### src/sv/dssm_pkg.sv
// Shared types and constants for the dual stack shared memory unit.
// No dependencies; imported by every module of the block.
`default_nettype none

package dssm_pkg;

  localparam int DEPTH_DEFAULT = 32;
  localparam int MAX_RESULTS   = 32;

  localparam logic [2:0] MODE_PUSH1  = 3'd0;
  localparam logic [2:0] MODE_PUSH2  = 3'd1;
  localparam logic [2:0] MODE_POP1   = 3'd2;
  localparam logic [2:0] MODE_POP2   = 3'd3;
  localparam logic [2:0] MODE_SHOW1  = 3'd4;
  localparam logic [2:0] MODE_SHOW2  = 3'd5;
  localparam logic [2:0] MODE_CLEAR1 = 3'd6;
  localparam logic [2:0] MODE_CLEAR2 = 3'd7;

  localparam logic [1:0] STATUS_OK        = 2'd0;
  localparam logic [1:0] STATUS_OVERFLOW  = 2'd1;
  localparam logic [1:0] STATUS_UNDERFLOW = 2'd2;

  typedef struct packed {
    logic [2:0]         mode;
    logic signed [31:0] value;
  } req_word_t;

  typedef struct packed {
    logic [1:0]         status;
    logic signed [31:0] data;
    logic               last;
  } rsp_word_t;

  typedef struct packed {
    logic start;
    logic step;
  } dssm_cmd_t;

  typedef struct packed {
    logic out_free;
    logic starts_walk;
    logic walk_last;
  } dssm_stat_t;

endpackage

`default_nettype wire

### src/sv/dssm_ctrl.sv
// Controller: sequences word acceptance and memory walks (pop, show).
// Depends on dssm_pkg.
`default_nettype none

module dssm_ctrl
  import dssm_pkg::*;
(
  input  wire logic       clk,
  input  wire logic       rst,
  input  wire logic       req_valid,
  output logic            req_ready,
  input  wire dssm_stat_t stat,
  output dssm_cmd_t       cmd
);

  typedef enum logic [1:0] {
    S_IDLE = 2'b01,
    S_WALK = 2'b10
  } state_t;

  state_t state, state_next;

  always_comb begin
    state_next = state;
    req_ready  = 1'b0;
    cmd.start  = 1'b0;
    cmd.step   = 1'b0;
    case (state)
      S_IDLE: begin
        req_ready = stat.out_free;
        cmd.start = req_valid && stat.out_free;
        if (cmd.start && stat.starts_walk) begin
          state_next = S_WALK;
        end
      end
      S_WALK: begin
        cmd.step = stat.out_free;
        if (cmd.step && stat.walk_last) begin
          state_next = S_IDLE;
        end
      end
      default: begin
        state_next = S_IDLE;
      end
    endcase
  end

  always_ff @(posedge clk) begin
    if (rst) begin
      state <= S_IDLE;
    end else begin
      state <= state_next;
    end
  end

endmodule

`default_nettype wire

### src/sv/dssm_datapath.sv
// Datapath: word memory, stack counts, walk address/length and output register.
// Depends on dssm_pkg.
`default_nettype none

module dssm_datapath
  import dssm_pkg::*;
#(
  parameter int DEPTH = DEPTH_DEFAULT
) (
  input  wire logic      clk,
  input  wire logic      rst,
  input  wire req_word_t req,
  input  wire dssm_cmd_t cmd,
  output dssm_stat_t     stat,
  output logic           rsp_valid,
  input  wire logic      rsp_ready,
  output rsp_word_t      rsp
);

  localparam int AW = (DEPTH > 1) ? $clog2(DEPTH) : 1;
  localparam int CW = $clog2(DEPTH + 1);

  logic signed [31:0] mem [DEPTH];
  logic signed [31:0] rd_data;

  logic [CW-1:0] low_count, high_count;
  logic [AW-1:0] walk_addr;
  logic [CW-1:0] walk_rem;
  logic          walk_down;

  logic          full, low_empty, high_empty;
  logic          is_push1, is_push2, is_pop1, is_pop2, is_show1, is_show2;
  logic          starts_walk;
  logic [1:0]    imm_status;
  logic [AW-1:0] start_addr, walk_addr_next, rd_addr, wr_addr;
  logic [CW-1:0] start_rem, show_count;
  logic          rd_en, wr_en, walk_last;

  assign full       = ({1'b0, low_count} + {1'b0, high_count}) >= (CW + 1)'(DEPTH);
  assign low_empty  = (low_count == '0);
  assign high_empty = (high_count == '0);

  assign is_push1 = (req.mode == MODE_PUSH1);
  assign is_push2 = (req.mode == MODE_PUSH2);
  assign is_pop1  = (req.mode == MODE_POP1);
  assign is_pop2  = (req.mode == MODE_POP2);
  assign is_show1 = (req.mode == MODE_SHOW1);
  assign is_show2 = (req.mode == MODE_SHOW2);

  assign starts_walk = ((is_pop1 || is_show1) && !low_empty) ||
                       ((is_pop2 || is_show2) && !high_empty);

  always_comb begin
    imm_status = STATUS_OK;
    if ((is_push1 || is_push2) && full) begin
      imm_status = STATUS_OVERFLOW;
    end else if ((is_pop1 || is_pop2 || is_show1 || is_show2) && !starts_walk) begin
      imm_status = STATUS_UNDERFLOW;
    end
  end

  assign show_count = is_show1 ? low_count : high_count;

  always_comb begin
    start_addr = '0;
    start_rem  = CW'(1);
    if (is_pop1) begin
      start_addr = AW'(low_count - CW'(1));
    end else if (is_pop2) begin
      start_addr = AW'(CW'(DEPTH) - high_count);
    end else begin
      start_addr = is_show1 ? '0 : AW'(DEPTH - 1);
      if ({{(32 - CW){1'b0}}, show_count} > 32'(MAX_RESULTS)) begin
        start_rem = CW'(MAX_RESULTS);
      end else begin
        start_rem = show_count;
      end
    end
  end

  assign walk_last      = (walk_rem == CW'(1));
  assign walk_addr_next = walk_down ? (walk_addr - AW'(1)) : (walk_addr + AW'(1));

  assign rd_en   = (cmd.start && starts_walk) || (cmd.step && !walk_last);
  assign rd_addr = cmd.start ? start_addr : walk_addr_next;

  assign wr_en   = cmd.start && (is_push1 || is_push2) && !full;
  assign wr_addr = is_push1 ? AW'(low_count) : AW'(CW'(DEPTH - 1) - high_count);

  always_ff @(posedge clk) begin
    if (wr_en) begin
      mem[wr_addr] <= req.value;
    end
    if (rd_en) begin
      rd_data <= mem[rd_addr];
    end
  end

  // stack counts
  always_ff @(posedge clk) begin
    if (rst) begin
      low_count  <= '0;
      high_count <= '0;
    end else if (cmd.start) begin
      case (req.mode)
        MODE_PUSH1:  if (!full) low_count <= low_count + CW'(1);
        MODE_PUSH2:  if (!full) high_count <= high_count + CW'(1);
        MODE_POP1:   if (!low_empty) low_count <= low_count - CW'(1);
        MODE_POP2:   if (!high_empty) high_count <= high_count - CW'(1);
        MODE_CLEAR1: low_count <= '0;
        MODE_CLEAR2: high_count <= '0;
        default: begin
        end
      endcase
    end
  end

  // walk position
  always_ff @(posedge clk) begin
    if (cmd.start) begin
      walk_addr <= start_addr;
      walk_rem  <= start_rem;
      walk_down <= is_show2;
    end else if (cmd.step) begin
      walk_addr <= walk_addr_next;
      walk_rem  <= walk_rem - CW'(1);
    end
  end

  // output word register
  always_ff @(posedge clk) begin
    if (rst) begin
      rsp_valid <= 1'b0;
    end else if ((cmd.start && !starts_walk) || cmd.step) begin
      rsp_valid <= 1'b1;
    end else if (rsp_ready) begin
      rsp_valid <= 1'b0;
    end
  end

  always_ff @(posedge clk) begin
    if (cmd.step) begin
      rsp.status <= STATUS_OK;
      rsp.data   <= rd_data;
      rsp.last   <= walk_last;
    end else if (cmd.start && !starts_walk) begin
      rsp.status <= imm_status;
      rsp.data   <= '0;
      rsp.last   <= 1'b1;
    end
  end

  assign stat.out_free    = !rsp_valid || rsp_ready;
  assign stat.starts_walk = starts_walk;
  assign stat.walk_last   = walk_last;

endmodule

`default_nettype wire

### src/sv/dual_stack_shared_memory_unit.sv
// Two stacks sharing one word memory of DEPTH entries.
// Channels: req (mode, value) in, rsp (status, data, last) out, valid/ready on each.
// Stack one grows up from entry 0, stack two down from entry DEPTH-1.
// Push and clear: one rsp word, registered in the cycle after acceptance.
// Pop: one rsp word via a registered memory read, then the output register.
// Show: streams min(count, 32) words base to top, one per cycle while rsp is
// taken; last marks the final word. Empty pop/show returns one underflow
// word; push into a full memory returns overflow.
// Throughput: push/clear/error one req per cycle while rsp is taken; no new
// req is taken until a pop or show walk ends (single memory read port, walk counter).
// A new req is taken while the previous rsp is being taken (output register).
// Receiver stall: rsp holds; the walk and req acceptance pause until it moves.
// Reset: both stacks empty, rsp_valid low; memory contents are not cleared
// and are only read where written.
// Depends on dssm_pkg, dssm_ctrl, dssm_datapath.
`default_nettype none

module dual_stack_shared_memory_unit
  import dssm_pkg::*;
#(
  parameter int DEPTH = DEPTH_DEFAULT
) (
  input  wire logic      clk,
  input  wire logic      rst,
  input  wire logic      req_valid,
  output logic           req_ready,
  input  wire req_word_t req,
  output logic           rsp_valid,
  input  wire logic      rsp_ready,
  output rsp_word_t      rsp
);

  dssm_cmd_t  cmd;
  dssm_stat_t stat;

  dssm_ctrl u_ctrl (
    .clk       (clk),
    .rst       (rst),
    .req_valid (req_valid),
    .req_ready (req_ready),
    .stat      (stat),
    .cmd       (cmd)
  );

  dssm_datapath #(
    .DEPTH (DEPTH)
  ) u_datapath (
    .clk       (clk),
    .rst       (rst),
    .req       (req),
    .cmd       (cmd),
    .stat      (stat),
    .rsp_valid (rsp_valid),
    .rsp_ready (rsp_ready),
    .rsp       (rsp)
  );

  a_walk_blocks_req: assert property (@(posedge clk) disable iff (rst)
    (req_valid && req_ready && stat.starts_walk) |=> !req_ready)
    else $error("req accepted during walk");

  a_no_rsp_overwrite: assert property (@(posedge clk) disable iff (rst)
    (req_valid && req_ready) |-> (!rsp_valid || rsp_ready))
    else $error("rsp word overwritten");

  a_error_word_shape: assert property (@(posedge clk) disable iff (rst)
    (rsp_valid && rsp.status != STATUS_OK) |-> (rsp.last && rsp.data == '0))
    else $error("bad error word");

endmodule

`default_nettype wire
### config.mk
export PLATFORM = sky130hd
export DESIGN_NAME = dual_stack_shared_memory_unit
export DESIGN_NICKNAME = d
export VERILOG_FILES = /design/src/sv/dssm_pkg.sv /design/src/sv/dssm_ctrl.sv /design/src/sv/dssm_datapath.sv /design/src/sv/dual_stack_shared_memory_unit.sv
export SDC_FILE = /design/constraint.sdc
export NUM_CORES = 1
export LEC_CHECK = 0
export ABC_AREA = 1
export BUFFER_PORTS_ARGS = -buffer_cell sky130_fd_sc_hd__buf_2
export CORE_MARGIN = 2
export CORE_UTILIZATION = 34
export DETAILED_ROUTE_END_ITERATION = 6
export GPL_TIMING_DRIVEN = 0
export PLACE_DENSITY = 0.48
export REMOVE_ABC_BUFFERS = 1
export SYNTH_ARGS = -nofsm -noshare
export SYNTH_HDL_FRONTEND = slang
export SYNTH_HIERARCHICAL = 1
export SYNTH_SLANG_ARGS = --single-unit
export TNS_END_PERCENT = 1
### constraint.sdc
create_clock -name clk -period 4.15 [get_ports clk]
set_clock_uncertainty 0.15 [all_clocks]
set_input_delay 0.415 -clock clk [delete_from_list [all_inputs] [get_ports clk]]
set_output_delay 0.415 -clock clk [all_outputs]
set_load 0.03 [all_outputs]
==> results.cfg <==
[drt]
dr.pass1.iters = 5
initialDrtViolationCount = 2811
wire_per_inst_microns = 22.2
viasPerCell = 4.99
drc = 0
postRouteAntennaNets = 0
vias = 33317
wl_microns = 149000

[pwr]
power_density_nw_per_um2 = 507
p_leak_nw = 23.1
irDropWorstVdd_mv = 0.368

[critical_path]
cp.arrival_ns = 4.45
max_stage_delay_ns = 0.51
crit_fanout = 91
slowest_stage = dfxtp_1
worstSetupStartpointType = register
cp.required_ns = 4.54
crit_path_end_kind = register
crit_chain = inv_1, ha_1, nand3_1, nand2_1, nor2_2, nor2_4, buf_12, inv_8, buf_16, nand2_1, nand3_1, nand3_1, nand2_1, nand2_1, nand2_1
crit_type = reg2reg
crit_top_cell = nand2_1

[timing]
worstMarginPinSlew_ns = 1.02
finalHoldViolations = 0
fmax_mhz = 246
setup_viol = 0
period_needed_ns = 4.06
fin_setup_tns_ns = 0
maxSlewHeadroom = 0.317
finalMaxSlewViolations = 0
fin_crit_sh = 0.978
setup_ws_ns = 0.0919
grt_setup_unrepaired = yes

[die]
die_height_microns = 385
io_pins = 76
dieArea_sq_um = 148000
initial_utilization = 0.343
core_area_sq_um = 144000
fp.dieW_microns = 385
num_rows = 139

[synth]
ys_ff_latch = 1118
synth_top_area_cell = edfxtp_1
synth_mux_area_frac = 0
netlist_instances = 4610
yosys_most_used_dff = edfxtp_1
synth_top_area_share = 0.670
synth_warnings = 6
synth_compound_area_frac = 0.00697
synth-simple-area-share = 0.230
synth_top_family_by_area = simple AND/OR/NAND/NOR gates
async_reset_ff_frac = 0
synth_fa_ha_area_frac = 0.00578
yosysSeqAreaShare = 0.677
synth.avg_cell_area_sq_um = 10.7
synth.area.top_cells = edfxtp_1, nand3_1, nand2_1
synth-edff-count = 1101
ys_types = 38
synth_area_sq_um = 49400
synth_xor_area_frac = 0.00302

[finish]
syn_to_final_growth_pct = 16.7
final_cell_area_sq_um = 57600
fill_cells = 13564
fin_nets = 4733
final-seq-area_sq_um = 33400
layout-drive-gt1-share = 0.0884
final_cell_mix = nand2_1, nand3_1, edfxtp_1
final_cell_count_no_fill = 6678
multiInputGateArea_sq_um = 12500
mostFrequentLayoutCell = nand2_1

[outcome]
status = completed

[placement]
post-place-cells = 6411
pre_cts_ws_ns = -1.81
dp_hpwl_microns = 80600
placed_cell_area_sq_um = 53400
port_buffers = 75
place_congestion = 0.752

[clock_tree]
cts_root_buf = clkbuf_16
numCtsBuffers = 119
clock-sinks = 1118
clk_pin_slew_ns = 0.07
ctsLongestPathBuffers = 3
h-tree-depth = 3
cts_tree = built
clk_latency_ns = 0.75

[global_routing]
grt_max_degree = 126
grt_pass1_wl_microns = 216000
grt_use_total = 0.199
grt_overflow_total = 0
antenna_found_initial = 1
grt_pass1_vias = 31960

[hold_path]
hold_path.class = in2reg

[flow_run]
max_cap_viol_count = 0
## timing repair
action | in CTS | in global routing
gates resized for setup | 4 | 3
setup endpoints to repair | 33 | 11
hold buffers | 30 | 0
gates cloned | 5 | 4
setup buffers | 3 | 2
endpoints found under the hold margin | 575 | 0
pin swaps | 3 | 2
## cell families after synthesis
kind of cell | count (synthesis)
and+or+nand+nor | 2509
DFF | 1118
buffers and inverters | 883
AOI/OAI and AO/OA | 62
adders and majority gates | 21
xor gates and xnor gates | 17
## critical path, delay by kind of cell, from the launching register on
family                   cells  cell delay [ns]
flip-flops                   1             0.51
AND/OR/NAND/NOR             10             1.52
buffers and inverters        4             1.22
adder cells (fa/ha/maj)      1             0.34
## layout make-up
type | instances | share of cell area
Inverter | 599 | 0.0394
Timing Repair Buffer | 222 | 0.0576
Clock buffer | 150 | 0.0541
Tap cell | 1903 | 0.0413
Multi-Input combinational cell | 2613 | 0.217
Sequential cell | 1118 | 0.580
Antenna cell | 1 | 0.0000434
Clock inverter | 72 | 0.0107
## power breakdown
part	leakage, nW	switching (mW)	total [mW]	internal, mW
clock	1.82	4.48	10.3	5.85
combinational	11.2	4.31	6.21	1.90
sequential	10.1	0.0641	12.7	12.6
total	23.1	8.85	29.2	20.4
## synthesized netlist by cell type (8+ instances only)
master / n
edfxtp_1: 1101
o21ai_0: 32
buf_2: 124
nand3b_1: 129
buf_1: 20
a21oi_1: 18
inv_1: 591
buf_4: 14
nor2_1: 69
inv_2: 8
ha_1: 18
buf_6: 37
nand3_1: 1114
nand2_1: 1174
dfxtp_1: 17
xor2_1: 12
clkbuf_1: 89
## final timing paths
kind	cells past startpoint	end	slack [ns]	startpoint
setup / recovery	15	u_datapath/rd_data[22]	0.09	u_datapath/low_count[1]
setup reg to reg	15	u_datapath/rd_data[22]	0.09	u_datapath/low_count[1]
hold reg to reg	2	u_datapath/rsp[29]	0.35	u_datapath/rd_data[28]
hold / removal	1	u_datapath/mem[18][28]	0.05	req[28]
## through the flow
| stage | utilization | hold slack, ns | total power, mW |
|---|---|---|---|
| 6_report | 0.401 | 0.0455 | 29.2 |
| 5_1_grt | 0.401 | 0.0565 | 30.5 |
| 2_1_floorplan | - | 0.327 | 16.6 |
| 3_5_place_dp | 0.371 | 0.344 | 19.0 |
| 3_3_place_gp | 0.352 | 0.338 | 19.0 |
| 4_1_cts | 0.400 | 0.000897 | 29.5 |
## per-layer routing
layer / wire length [microns] / vias to the layer above / track usage
met2: 69500 / 913 / 0.322
met1: 66300 / 16438 / 0.273
li1: - / 15713 / -
met4: 4190 / 0 / 0.0652
met3: 8610 / 253 / 0.0286
met5: 0 / - / 0
## registers in the layout (all words and copies together) (netlist names)
register / count
u_datapath/mem: 1024
u_datapath/rsp: 35
u_datapath/rd_data: 32
u_datapath/high_count: 6
u_datapath/low_count: 6
u_datapath/walk_rem: 6
u_datapath/walk_addr: 5
u_ctrl/state: 2
u_datapath/rsp_valid: 1
u_datapath/walk_down: 1
Power figures use the tool's default switching activity.
